==> config.mk <==
export PLATFORM = sky130hd
export DESIGN_NAME = cps_ctrl
export DESIGN_NICKNAME = d
export VERILOG_FILES = /design/src/rtl/core/assert_macros.svh /design/src/rtl/core/cps_pkg.sv /design/src/rtl/core/cps_ctrl.sv
export SDC_FILE = /design/constraint.sdc
export NUM_CORES = 1
export LEC_CHECK = 0
export ABC_AREA = 1
export BUFFER_PORTS_ARGS = -buffer_cell sky130_fd_sc_hd__buf_4
export CAP_MARGIN = 20
export CORE_AREA = 2 2 39 41
export DETAILED_ROUTE_END_ITERATION = 6
export DIE_AREA = 0 0 41 43
export MAX_ROUTING_LAYER = met4
export SLEW_MARGIN = 25
export SYNTH_ARGS = -nofsm -noshare
export SYNTH_HDL_FRONTEND = slang
export SYNTH_SLANG_ARGS = --single-unit
==> constraint.sdc <==
create_clock -name i_clk -period 1.6 [get_ports i_clk]
set_input_delay 0.08 -clock i_clk [delete_from_list [all_inputs] [get_ports i_clk]]
set_output_delay 0.08 -clock i_clk [all_outputs]
set_load 0.02 [all_outputs]
==> src/rtl/core/assert_macros.svh <==
// Assertion macros shared by the scheduler RTL.
`ifndef ASSERT_MACROS_SVH
`define ASSERT_MACROS_SVH

// Check a property on every rising clock edge outside reset.
`define ASSERT_ALWAYS(lbl, clk, rst_n, prop, msg) \
    lbl: assert property (@(posedge clk) disable iff (!rst_n) (prop)) else $error(msg);

// Check that a condition implies another one in the following cycle.
`define ASSERT_NEXT(lbl, clk, rst_n, ante, cons, msg) \
    lbl: assert property (@(posedge clk) disable iff (!rst_n) (ante) |=> (cons)) else $error(msg);

`endif

==> src/rtl/core/cps_pkg.sv <==
// Types and codes shared by the cyclic partition scheduler modules.
package cps_pkg;

    // Request codes
    localparam logic [1:0] REQ_TICK = 2'd0;
    localparam logic [1:0] REQ_LOAD = 2'd1;
    localparam logic [1:0] REQ_KILL = 2'd2;

    // Result action codes
    localparam logic [2:0] ACT_CONTINUE    = 3'd0;
    localparam logic [2:0] ACT_SWITCH      = 3'd1;
    localparam logic [2:0] ACT_STAY_IDLE   = 3'd2;
    localparam logic [2:0] ACT_LOADED      = 3'd3;
    localparam logic [2:0] ACT_KILL_DONE   = 3'd4;
    localparam logic [2:0] ACT_KILL_REJECT = 3'd5;

    // Configuration register indexes
    localparam logic CFG_MAJOR_CYCLE = 1'b0;
    localparam logic CFG_SLOTS_IN_USE = 1'b1;

    // Reset value of the major cycle length
    localparam logic [31:0] MAJOR_RESET = 32'd1000;

    typedef enum logic [1:0] {
        ST_IDLE,
        ST_SCAN,
        ST_FINISH
    } t_cps_state;

    // Commands from the controller to the datapath
    typedef struct packed {
        logic capture;
        logic issue;
        logic finish;
    } t_cps_cmd;

    // Status from the datapath to the controller
    typedef struct packed {
        logic scan_req;
        logic scan_done;
    } t_cps_status;

endpackage

==> src/rtl/core/cps_ctrl.sv <==
// Controller state machine that sequences capture, table scan and result.
module cps_ctrl import cps_pkg::*; (
    input  logic        i_clk,
    input  logic        i_rst_n,
    input  logic        i_start,
    input  t_cps_status i_status,
    output t_cps_cmd    o_cmd,
    output logic        o_busy
);

    t_cps_state r_state;
    t_cps_state n_state;

    // Hold the state
    always_ff @(posedge i_clk) begin
        if (!i_rst_n) begin
            r_state <= ST_IDLE;
        end else begin
            r_state <= n_state;
        end
    end

    // Advance the state
    always_comb begin
        n_state = r_state;
        case (r_state)
            ST_IDLE: begin
                if (i_start) begin
                    n_state = i_status.scan_req ? ST_SCAN : ST_FINISH;
                end
            end
            ST_SCAN: begin
                if (i_status.scan_done) begin
                    n_state = ST_FINISH;
                end
            end
            ST_FINISH: begin
                n_state = ST_IDLE;
            end
            default: begin
                n_state = ST_IDLE;
            end
        endcase
    end

    // Drive datapath commands
    always_comb begin
        o_cmd  = '0;
        o_busy = 1'b1;
        case (r_state)
            ST_IDLE: begin
                o_busy      = 1'b0;
                o_cmd.capture = i_start;
            end
            ST_SCAN: begin
                o_cmd.issue = !i_status.scan_done;
            end
            ST_FINISH: begin
                o_cmd.finish = 1'b1;
            end
            default: begin
                o_busy = 1'b1;
            end
        endcase
    end

endmodule

Yosys cells after proc, flatten, opt, wreduce, memory -nomap -nowiden
Index checks and enable logic that the tools add are counted.
{"block": "classes", "n_eq_ne": 4, "n_mux": 8, "reduce_logical": 3}
{"cell": "two-way mux 2 bit", "count": 3}
{"cell": "two-way mux 1 bit", "count": 4}
{"cell": "inequality test 2 bit, second input constant", "count": 2}
{"cell": "case mux 2 bit (2 select lines)", "count": 1}
{"cell": "== test 2 x 1 -> 1 bit, second input constant", "count": 1}
{"cell": "== test 2 bit, second input constant", "count": 1}
{"cell": "zero test 2 bit", "count": 1}
{"cell": "AND reduction 2 bit", "count": 1}
{"cell": "zero test 1 bit", "count": 1}
{"block": "totals", "regBits": 2, "output_inout_bits": 4}

Depth between registers and ports, before layout
Gate-level depths: netlist (run 1).
{"block": "depth", "depth_word": 3, "ltp_mapped": 4, "ltp_nobuf": 4}

Least setup slack after synthesis (run 1)
OpenSTA, ideal clock, no wires.
{"block": "synth_path", "path_type": "reg2out", "from": "register r_state[0]", "to": "output o_cmd[2] in the netlist's numbering", "arrival_ns": 0.879, "path_slack_ns": 0.641, "stages_incl_launch_ff": 4, "path_buffers": 0, "path_cell_list": "dfxtp_1 -> nor2_2 -> inv_1 -> nor2_1"}
{"element": "from (decl)", "line_no": "cps_ctrl.sv:11", "rtl": "t_cps_state r_state;"}
{"element": "from (signal assigned)", "line_no": "cps_ctrl.sv:19", "rtl": "r_state <= n_state;"}
{"element": "to (decl)", "line_no": "cps_ctrl.sv:7", "rtl": "output t_cps_cmd o_cmd,"}

==> flow_summary_export.csv, run 1 <==
group,metric,value,unit
setup_path,end_kind,"output port",
cells_and_area,nets,37,
grt,grt_util_met2,5.63,%
route,routed_wl,304,um
logic_synthesis,post_synth.cell_area_avg,5.99,um2
logic_synthesis,synth_xor_xnor_area_share,0,%
floorplan,ios,9,
cts,clockBufferDepth,2,
route,vias,143,
grt,grt_overflow,0,
power,ir_worst_vdd,0.000135,V
timing,hold_violations,0,
cts,cts_resized,0,
power,p_leak,0.127,nW
timing,max_slew.worst_pin.slew,0.144,ns
logic_synthesis,syn_inst,19,
power,p_comb_share,22.2,%
floorplan,fp.dieW,41,um
power,switching_share,26.3,%
logic_synthesis,synthDistinctLibCells,8,
logic_synthesis,synth.area.top_cells,"dfxtp_1 (35%), inv_1 (20%), nor2_1 (13%)",
power,p_sw,56.6,uW
power,intPower,159,uW
cts,cts_tree,"done",
placement,dp_worst_setup_slack,0.766,ns
grt,track_usage,4.41,%
logic_synthesis,ys_seq_area_share,35.2,%
route,viasPerCell,3.11,
cts,cts_setup_buffers,0,
cells_and_area,largest_reg_flops,2,
route,drc,0,
logic_synthesis,synth_top_family_by_area,"simple AND/OR/NAND/NOR gates",
placement,port_buffers,8,
power,p_total,216,uW
timing,fin_crit,1.08,ns
status,status,"finished, final reports clean",
logic_synthesis,yosysTopAreaCellShare,35.2,%
worst_hold_path,min_path_type,"input pin to register",
route,drt-initial-drc-count,1,
timing,finalSetupTns,0,ns
flow_run,drv_cap,0,
cts,cts_buffers,3,
floorplan,core-area,0.00138,mm2
timing,rsz0062_at_grt,"false",
cells_and_area,reg_top3,"r_state (2)",
logic_synthesis,synthesis.area,114,um2
logic_synthesis,muxShareOfSynthArea,0,%
cells_and_area,fillCellCount,162,
timing,finalCritPeriodShare,67.4,%
route,drtPass1Iterations,2,
timing,setup_ws,0.522,ns
cts,clk_latency,0.22,ns
placement,dp_hpwl,233,um
cells_and_area,areaGrowthSynthToFinish,90.1,%
cts,clock-root-buffer,"clkbuf_4",
power,clockPowerShare,51.4,%
cells_and_area,layout-drive-gt1-share,40.0,%
placement,gp_congestion,0.518,
floorplan,die_area,0.00176,mm2
logic_synthesis,synth_common_cells,"inv_1 (6), nor2_1 (4), dfxtp_1 (2), nand2_1 (2), nand3_1 (2)",
floorplan,std_cell_rows,14,
floorplan,fp.dieH,43,um
cts,cts_hold_buf,0,
setup_path,critPathLaunchType,"register",
setup_path,path_cells,"nor2_2 > inv_1 > nor2_1 > buf_4",
logic_synthesis,synth_compound_area_share,4.40,%
logic_synthesis,synth_edf_count,0,
timing,setup_viol,0,
timing,slew_violations,0,
setup_path,critPathMaxStageDelay,0.33,ns
logic_synthesis,synth_nets,24,
route,postRouteAntennaNets,0,
power,powerDensity,996,mW/mm2
cells_and_area,top_register,"r_state",
logic_synthesis,async_flop_share,0,%
logic_synthesis,synthAdderAreaFrac,0,%
setup_path,crit_type,"register to output port",
logic_synthesis,yosysTopAreaCell,"dfxtp_1",
grt,antenna_found_initial,0,
grt,grt_pass1_vias,133,
logic_synthesis,ys.flop_type,"dfxtp_1",
timing,max_slew_margin,90.4,%
setup_path,cp_data_arrival_time,1.00,ns
setup_path,critical_path.slowest_cell,"dfxtp_1",
power,p_seq_share,26.4,%
floorplan,start_util,8.23,%
logic_synthesis,synth-simple-area-share,40.7,%
setup_path,cp_max_fo,4,
grt,grt_max_degree,5,
route,wire_per_inst,6.61,um
cts,cts.clk_slew.worst_paths,0.03,ns
timing,timing.fmax,927,MHz
grt,grt_pass1_wl,407,um
logic_synthesis,yosysWarnings,0,
cells_and_area,antennaDiodeCount,0,
cts,cts_sinks,2,
grt,grt-busiest-layer,"met4",
grt,gr-usage-met3,1.57,%
grt,grt.met1_usage,2.22,%
timing,finClkSkew,0.00124,ns
logic_synthesis,ys_seq_elements,2,
logic_synthesis,synth.most_common_cell,"inv_1",
cts,htreeDepth,1,
setup_path,cp.required,1.52,ns
cells by family (layout without fill, tap and decap cells):
family / Yosys count / count (layout)
flops: 2 / 2
compound gates: 1 / 1
simple gates: 10 / 10
buf+inv: 6 / 17
final cells by class:
type / instances / area [um2] / area share (%)
multi-input combinational: 11 / 51.3 / 23.7
timing repair buffer: 8 / 60.1 / 27.7
tap: 16 / 20.0 / 9.25
sequential: 2 / 40.0 / 18.5
clock buffer: 3 / 22.5 / 10.4
inverter: 6 / 22.5 / 10.4
path summary, 6_finish.rpt:
| kind | startpoint | end | slack (ns) | cells past startpoint |
|---|---|---|---|---|
| setup / recovery | r_state[0] | o_cmd[2] | 0.52 | 4 |
| hold / removal | i_rst_n | r_state[0] | 0.10 | 3 |
| setup reg to reg | r_state[0] | r_state[1] | 0.83 | 4 |
| hold reg to reg | r_state[0] | r_state[0] | 0.56 | 2 |
metal layers:
| metal | part of all wire (%) | up-vias |
|---|---|---|
| met1 | 36 | 62 |
| met3 | 5.3 | 0 |
| met5 | 0 | - |
| met4 | 0 | 0 |
| li1 | - | 78 |
| met2 | 58 | 3 |
worst max-delay path, delay by kind of cell (launching register included):
family,cells,cell delay (ns)
buffers and inverters,2,0.21
and+or+nand+nor,2,0.24
DFF,1,0.33
cell usage in the layout (no fill, tap or decap), drive strengths merged:
| master | n |
|---|---|
| buf | 8 |
| inv | 6 |
| nor2 | 5 |
| clkbuf | 3 |
| nand2 | 2 |
| nand3 | 2 |
| dfxtp | 2 |
| nand3b | 1 |
| a21oi | 1 |
power groups by stage:
stage,combinational (mW),clock (mW),sequential (mW)
6_report,0.0478,0.111,0.0569
5_1_grt,0.0522,0.128,0.0571
4_1_cts,0.0482,0.122,0.0569
3_5_place_dp,0.0482,0,0.0575
3_3_place_gp,0.0474,0,0.0576
2_1_floorplan,0.0260,0,0.0570
metrics by stage:
step / util, % / instances / cell area [um2] / hold WS (ns)
finish: 15.6 / 46 / 216 / 0.101
global route: 15.6 / 46 / 216 / 0.106
CTS: 15.6 / 46 / 216 / 0.0922
global placement: 14.0 / 43 / 194 / 0.338
floorplan: - / 19 / 114 / 0.212
detailed placement: 14.0 / 43 / 194 / 0.338
(Power assumes the default switching activity.)
==> inputs of run 2 (changes only) <==
==> constraint.sdc (replaced) <==
create_clock -name i_clk -period 0.9 [get_ports i_clk]
set_input_delay 0.045 -clock i_clk [delete_from_list [all_inputs] [get_ports i_clk]]
set_output_delay 0.045 -clock i_clk [all_outputs]
set_load 0.02 [all_outputs]
==> flow_summary_export.csv, run 2 (synthesis results as in run 1) <==
group,metric,value,unit
status,status,"complete, but fails checks",
status,violations,"setup timing",
cells_and_area,seq_area,42.5,um2
cells_and_area,final_core_util,19.3,%
power,powerDensity,1540,mW/mm2
placement,dp_hpwl,225,um
cts,cts_buffers,3,
cts,clock-root-buffer,"clkbuf_4",
floorplan,std_cell_rows,14,
setup_path,path_cells,"inv_1 > nand3b_1 > buf_4 > buf_4 > a21oi_1",
worst_hold_path,min_path_type,"input pin to register",
flow_run,drv_cap,0,
grt,grt_overflow,0,
grt,grt_pass1_wl,545,um
cells_and_area,antennaDiodeCount,0,
setup_path,path_buf_inv,3,
setup_path,critical_path.slowest_cell,"dfxtp_2",
timing,finClkSkew,0.00484,ns
cts,clk_latency,0.22,ns
floorplan,core-area,0.00138,mm2
route,wire_per_inst,6.84,um
timing,hold_violations,0,
cells_and_area,layout_common_cells,"buf_4 (10), inv_1 (4), clkbuf_4 (3)",
grt,grt_pass1_vias,153,
setup_path,end_kind,"register",
cts,cts_sinks,2,
timing,slew_violations,0,
floorplan,die_area,0.00176,mm2
timing,fin_crit,0.977,ns
timing,finalCritPeriodShare,109,%
cells_and_area,top_register,"r_state",
setup_path,cp.required,1.05,ns
route,routed_wl,342,um
power,p_total,412,uW
floorplan,ios,9,
grt,antenna_found_initial,0,
route,postRouteAntennaNets,0,
timing,timing.fmax,1020,MHz
setup_path,crit_end,"r_state[0]",
cells_and_area,layout-drive-gt1-share,64.7,%
setup_path,crit_type,"register to register",
timing,finalSetupTns,-0.227,ns
setup_path,cpLargestDelayFamily,"buffers and inverters",
worst_hold_path,holdCritStartpoint,"i_rst_n",
cells_and_area,fillCellCount,160,
route,drtPass1Iterations,2,
route,vias,163,
cells_and_area,fin_area,267,um2
timing,rsz0062_at_grt,"true",
setup_path,cp_common_cell,"buf_4",
setup_path,r2r_cells,5,
cells_and_area,multi_input_area,61.3,um2
setup_path,critPathMaxStageDelay,0.33,ns
cells_and_area,nets,41,
setup_path,cp_data_arrival_time,1.12,ns
route,drt-initial-drc-count,2,
cells_and_area,largest_reg_flops,2,
timing,setup_ws,-0.0775,ns
timing,max_slew_margin,91.9,%
timing,setup_viol,3,
cells_and_area,areaGrowthSynthToFinish,134,%
setup_path,critPathLaunch,"r_state[1]",
placement,port_buffers,8,
setup_path,rr_endpoint,"r_state[0]",
setup_path,r2r-start,"r_state[1]",
grt,grt_max_degree,5,
setup_path,cp_max_fo,3,
cts,cts_tree,"done",
route,drc,0,
power,p_leak,0.145,nW
cells_and_area,reg_top3,"r_state (2)",
floorplan,fp.dieH,43,um
setup_path,crit_cells,5,
cells_and_area,final_common_cell,"buf_4",
cts,cts_hold_buf,0,
floorplan,fp.dieW,41,um
floorplan,start_util,8.23,%
setup_path,critPathLaunchType,"register",
cts,htreeDepth,1,
placement,gp_congestion,0.447,
power,ir_worst_vdd,0.000232,V
placement,dp_worst_setup_slack,0.103,ns
cts,cts.clk_slew.worst_paths,0.03,ns
grt,track_usage,5.85,%
route,viasPerCell,3.26,
timing,max_slew.worst_pin.slew,0.121,ns
placement,place_area,196,um2
cts,clockBufferDepth,2,
setup_path,r2r_slack,-0.08,ns
run 2: changes by cell type in the layout (fill, tap and decap cells not counted), moves of 2 or more:
cell | previous run | this run
buf_4 | 8 | 10
buf_6 | 0 | 2
dfxtp_1 | 2 | 0
dfxtp_2 | 0 | 2
inv_1 | 6 | 4
inv_2 | 0 | 2
nor2_1 | 4 | 2
run 2: power breakdown:
part | total (mW) | switching, mW | internal, mW
clock | 0.198 | 0.0507 | 0.147
combinational | 0.109 | 0.0509 | 0.0583
sequential | 0.105 | 0.00778 | 0.0968
total | 0.412 | 0.109 | 0.302
run 2: cell type report:
cell class,count,area share [%]
Timing Repair Buffer,12,36.6
Inverter,6,8.45
Clock buffer,3,8.45
Sequential cell,2,16.0
Multi-Input combinational cell,11,23.0
Tap cell,16,7.51
run 2: timing repair:
action,4_1_cts,5_1_grt
setup buffers,3,1
pin swaps,1,1
endpoints found under the setup margin,4,6
gates resized for setup,4,4
run 2: how the worst min path moves through the flow:
stage / to / slack [ns] / cells after the start
floorplan: r_state[0] / 0.18 / 2
global placement: r_state[0] / 0.31 / 3
detailed placement: r_state[0] / 0.31 / 3
CTS: r_state[0] / 0.07 / 3
global route: r_state[0] / 0.06 / 3
finish: r_state[0] / 0.08 / 3
run 2: through the flow:
| step | cells | hold WS (ns) |
|---|---|---|
| 2_1_floorplan | 19 | 0.177 |
| 3_3_place_gp | 43 | 0.309 |
| 3_5_place_dp | 43 | 0.308 |
| 4_1_cts | 49 | 0.0700 |
| 5_1_grt | 50 | 0.0617 |
| 6_report | 50 | 0.0753 |
run 2: routing by layer:
| metal | part of all wire, % | wire, um | track usage (%) | vias to the layer above |
|---|---|---|---|---|
| met2 | 63 | 214 | 8.75 | 5 |
| met4 | 0 | 0 | 8.00 | 0 |
| met5 | 0 | 0 | - | - |
| met1 | 31 | 106 | 2.55 | 71 |
| li1 | - | - | - | 87 |
| met3 | 6.1 | 21 | 4.71 | 0 |
run 2: tightest hold or removal path, cell delays in order:
cell and delay (ns):
buf_4 0.08, inv_1 0.04, a21oi_1 0.09
==> inputs of run 3 (changes only) <==
--- a/config.mk
+++ b/config.mk
@@ -9,9 +9,11 @@
 export BUFFER_PORTS_ARGS = -buffer_cell sky130_fd_sc_hd__buf_4
 export CAP_MARGIN = 20
 export CORE_AREA = 2 2 39 41
+export CTS_BUF_LIST = sky130_fd_sc_hd__clkbuf_2
 export DETAILED_ROUTE_END_ITERATION = 6
 export DIE_AREA = 0 0 41 43
 export MAX_ROUTING_LAYER = met4
+export SETUP_SLACK_MARGIN = 0.02
 export SLEW_MARGIN = 25
 export SYNTH_ARGS = -nofsm -noshare
 export SYNTH_HDL_FRONTEND = slang
==> flow_summary_export.csv, run 3 (synthesis results as in run 1) <==
group,metric,value,unit
timing,timing.fmax,1050,MHz
route,vias,161,
setup_path,cp_data_arrival_time,0.91,ns
route,wire_per_inst,6.88,um
cts,cts_sinks,2,
status,violations,"setup timing",
timing,rsz0062_at_grt,"true",
placement,port_buffers,8,
cells_and_area,nets,40,
setup_path,cp_max_fo,3,
power,p_seq_share,30.2,%
route,postRouteAntennaNets,0,
cts,clk_latency,0.19,ns
timing,setup_ws,-0.0523,ns
route,viasPerCell,3.29,
cts,clock-root-buffer,"clkbuf_2",
flow_run,drv_cap,0,
placement,dp_hpwl,225,um
worst_hold_path,min_path_type,"input pin to register",
power,p_leak,0.140,nW
timing,max_slew_margin,92.1,%
setup_path,cp.required,0.85,ns
power,p_comb_share,30.3,%
route,drt-initial-drc-count,2,
cells_and_area,reg_top3,"r_state (2)",
placement,place_area,196,um2
cts,clockBufferDepth,2,
grt,track_usage,5.44,%
power,clockPowerShare,39.5,%
setup_path,crit_type,"register to output port",
grt,grt_max_degree,5,
timing,finClkSkew,0.00434,ns
cells_and_area,areaGrowthSynthToFinish,119,%
route,drc,0,
cells_and_area,final_common_cell,"buf_4",
power,intPower,242,uW
cts,htreeDepth,1,
grt,grt_pass1_vias,155,
power,p_sw,108,uW
timing,setup_viol,2,
cells_and_area,layout_common_cells,"buf_4 (9), inv_2 (3), nor2_1 (3), inv_1 (3), clkbuf_2 (3)",
cts,cts_tree,"done",
setup_path,critPathLaunchType,"register",
cells_and_area,multi_input_area,58.8,um2
timing,fin_crit,0.952,ns
timing,hold_violations,0,
floorplan,ios,9,
cells_and_area,fin_cells,49,
cells_and_area,fin_area,249,um2
floorplan,std_cell_rows,14,
route,routed_wl,337,um
cells_and_area,seq_area,42.5,um2
floorplan,start_util,8.23,%
grt,grt_overflow,0,
floorplan,fp.dieW,41,um
grt,grt_pass1_wl,524,um
timing,slew_violations,0,
placement,numPlacedInstances,43,
cells_and_area,fillCellCount,161,
setup_path,end_kind,"output port",
route,drtPass1Iterations,2,
placement,gp_congestion,0.447,
floorplan,die_area,0.00176,mm2
timing,finalCritPeriodShare,106,%
timing,max_slew.worst_pin.slew,0.119,ns
power,ir_worst_vdd,0.000189,V
cts,cts.clk_slew.worst_paths,0.03,ns
cells_and_area,top_register,"r_state",
status,status,"complete, but fails checks",
cells_and_area,antennaDiodeCount,0,
floorplan,fp.dieH,43,um
cts,cts_hold_buf,0,
grt,antenna_found_initial,0,
power,powerDensity,1410,mW/mm2
cells_and_area,largest_reg_flops,2,
cells_and_area,layout-drive-gt1-share,63.6,%
cts,cts_buffers,3,
power,switching_share,30.9,%
floorplan,core-area,0.00138,mm2
## run 3: layout make-up
type | instances | area share [%]
repair buffers | 11 | 36.2
well taps | 16 | 8.04
flip-flops and latches | 2 | 17.1
clock buffers | 3 | 6.03
inverters | 6 | 9.05
multi-input cells | 11 | 23.6
## run 3: routing by layer
metal	wire length, um	global-route usage (%)	vias up
met3	21	4.71	0
met4	0	6.00	0
met2	209	8.44	5
met1	106	2.55	72
li1	-	-	84
met5	0	-	-
## run 3: what timing repair did
item / in CTS / in global routing
gates resized for setup: 4 / 4
buffers inserted: 3 / 0
pin swaps: 1 / 1
setup endpoints to repair: 4 / 6
## run 3: worst max-delay path: stages (launching register included)
cell	delay [ns]
dfxtp_2	0.33
nor2_4	0.12
inv_2	0.05
nor2_2	0.10
buf_6	0.12
## run 3: final timing paths
path | endpoint | slack (ns) | cells after the start | from
worst max-delay path | o_cmd[2] | -0.05 | 4 | r_state[1]
worst min-delay path | r_state[0] | 0.11 | 3 | i_rst_n
worst max register to register | r_state[1] | 0.04 | 5 | r_state[1]
worst min register to register | r_state[1] | 0.56 | 3 | r_state[1]
## run 3: power by group through the flow
| stage | sequential (mW) | clock (mW) | combinational, mW |
|---|---|---|---|
| floorplan | 0.101 | 0 | 0.0482 |
| CTS | 0.103 | 0.153 | 0.0994 |
| detailed placement | 0.102 | 0 | 0.0865 |
| global route | 0.106 | 0.167 | 0.119 |
| global placement | 0.103 | 0 | 0.0859 |
| finish | 0.106 | 0.138 | 0.106 |
## run 3: metrics by stage
stage / worst slack (ns) / utilization [%] / setup TNS, ns / hold slack [ns] / power [mW]
after floorplan: 0.0595 / - / 0 / 0.177 / 0.150
final: -0.0523 / 18.0 / -0.0861 / 0.110 / 0.350
after global placement: 0.115 / 14.2 / 0 / 0.309 / 0.188
after CTS: -0.0575 / 17.4 / -0.0926 / 0.0985 / 0.355
after global routing: -0.124 / 18.0 / -0.323 / 0.0874 / 0.392
after detailed placement: 0.103 / 14.2 / 0 / 0.308 / 0.189
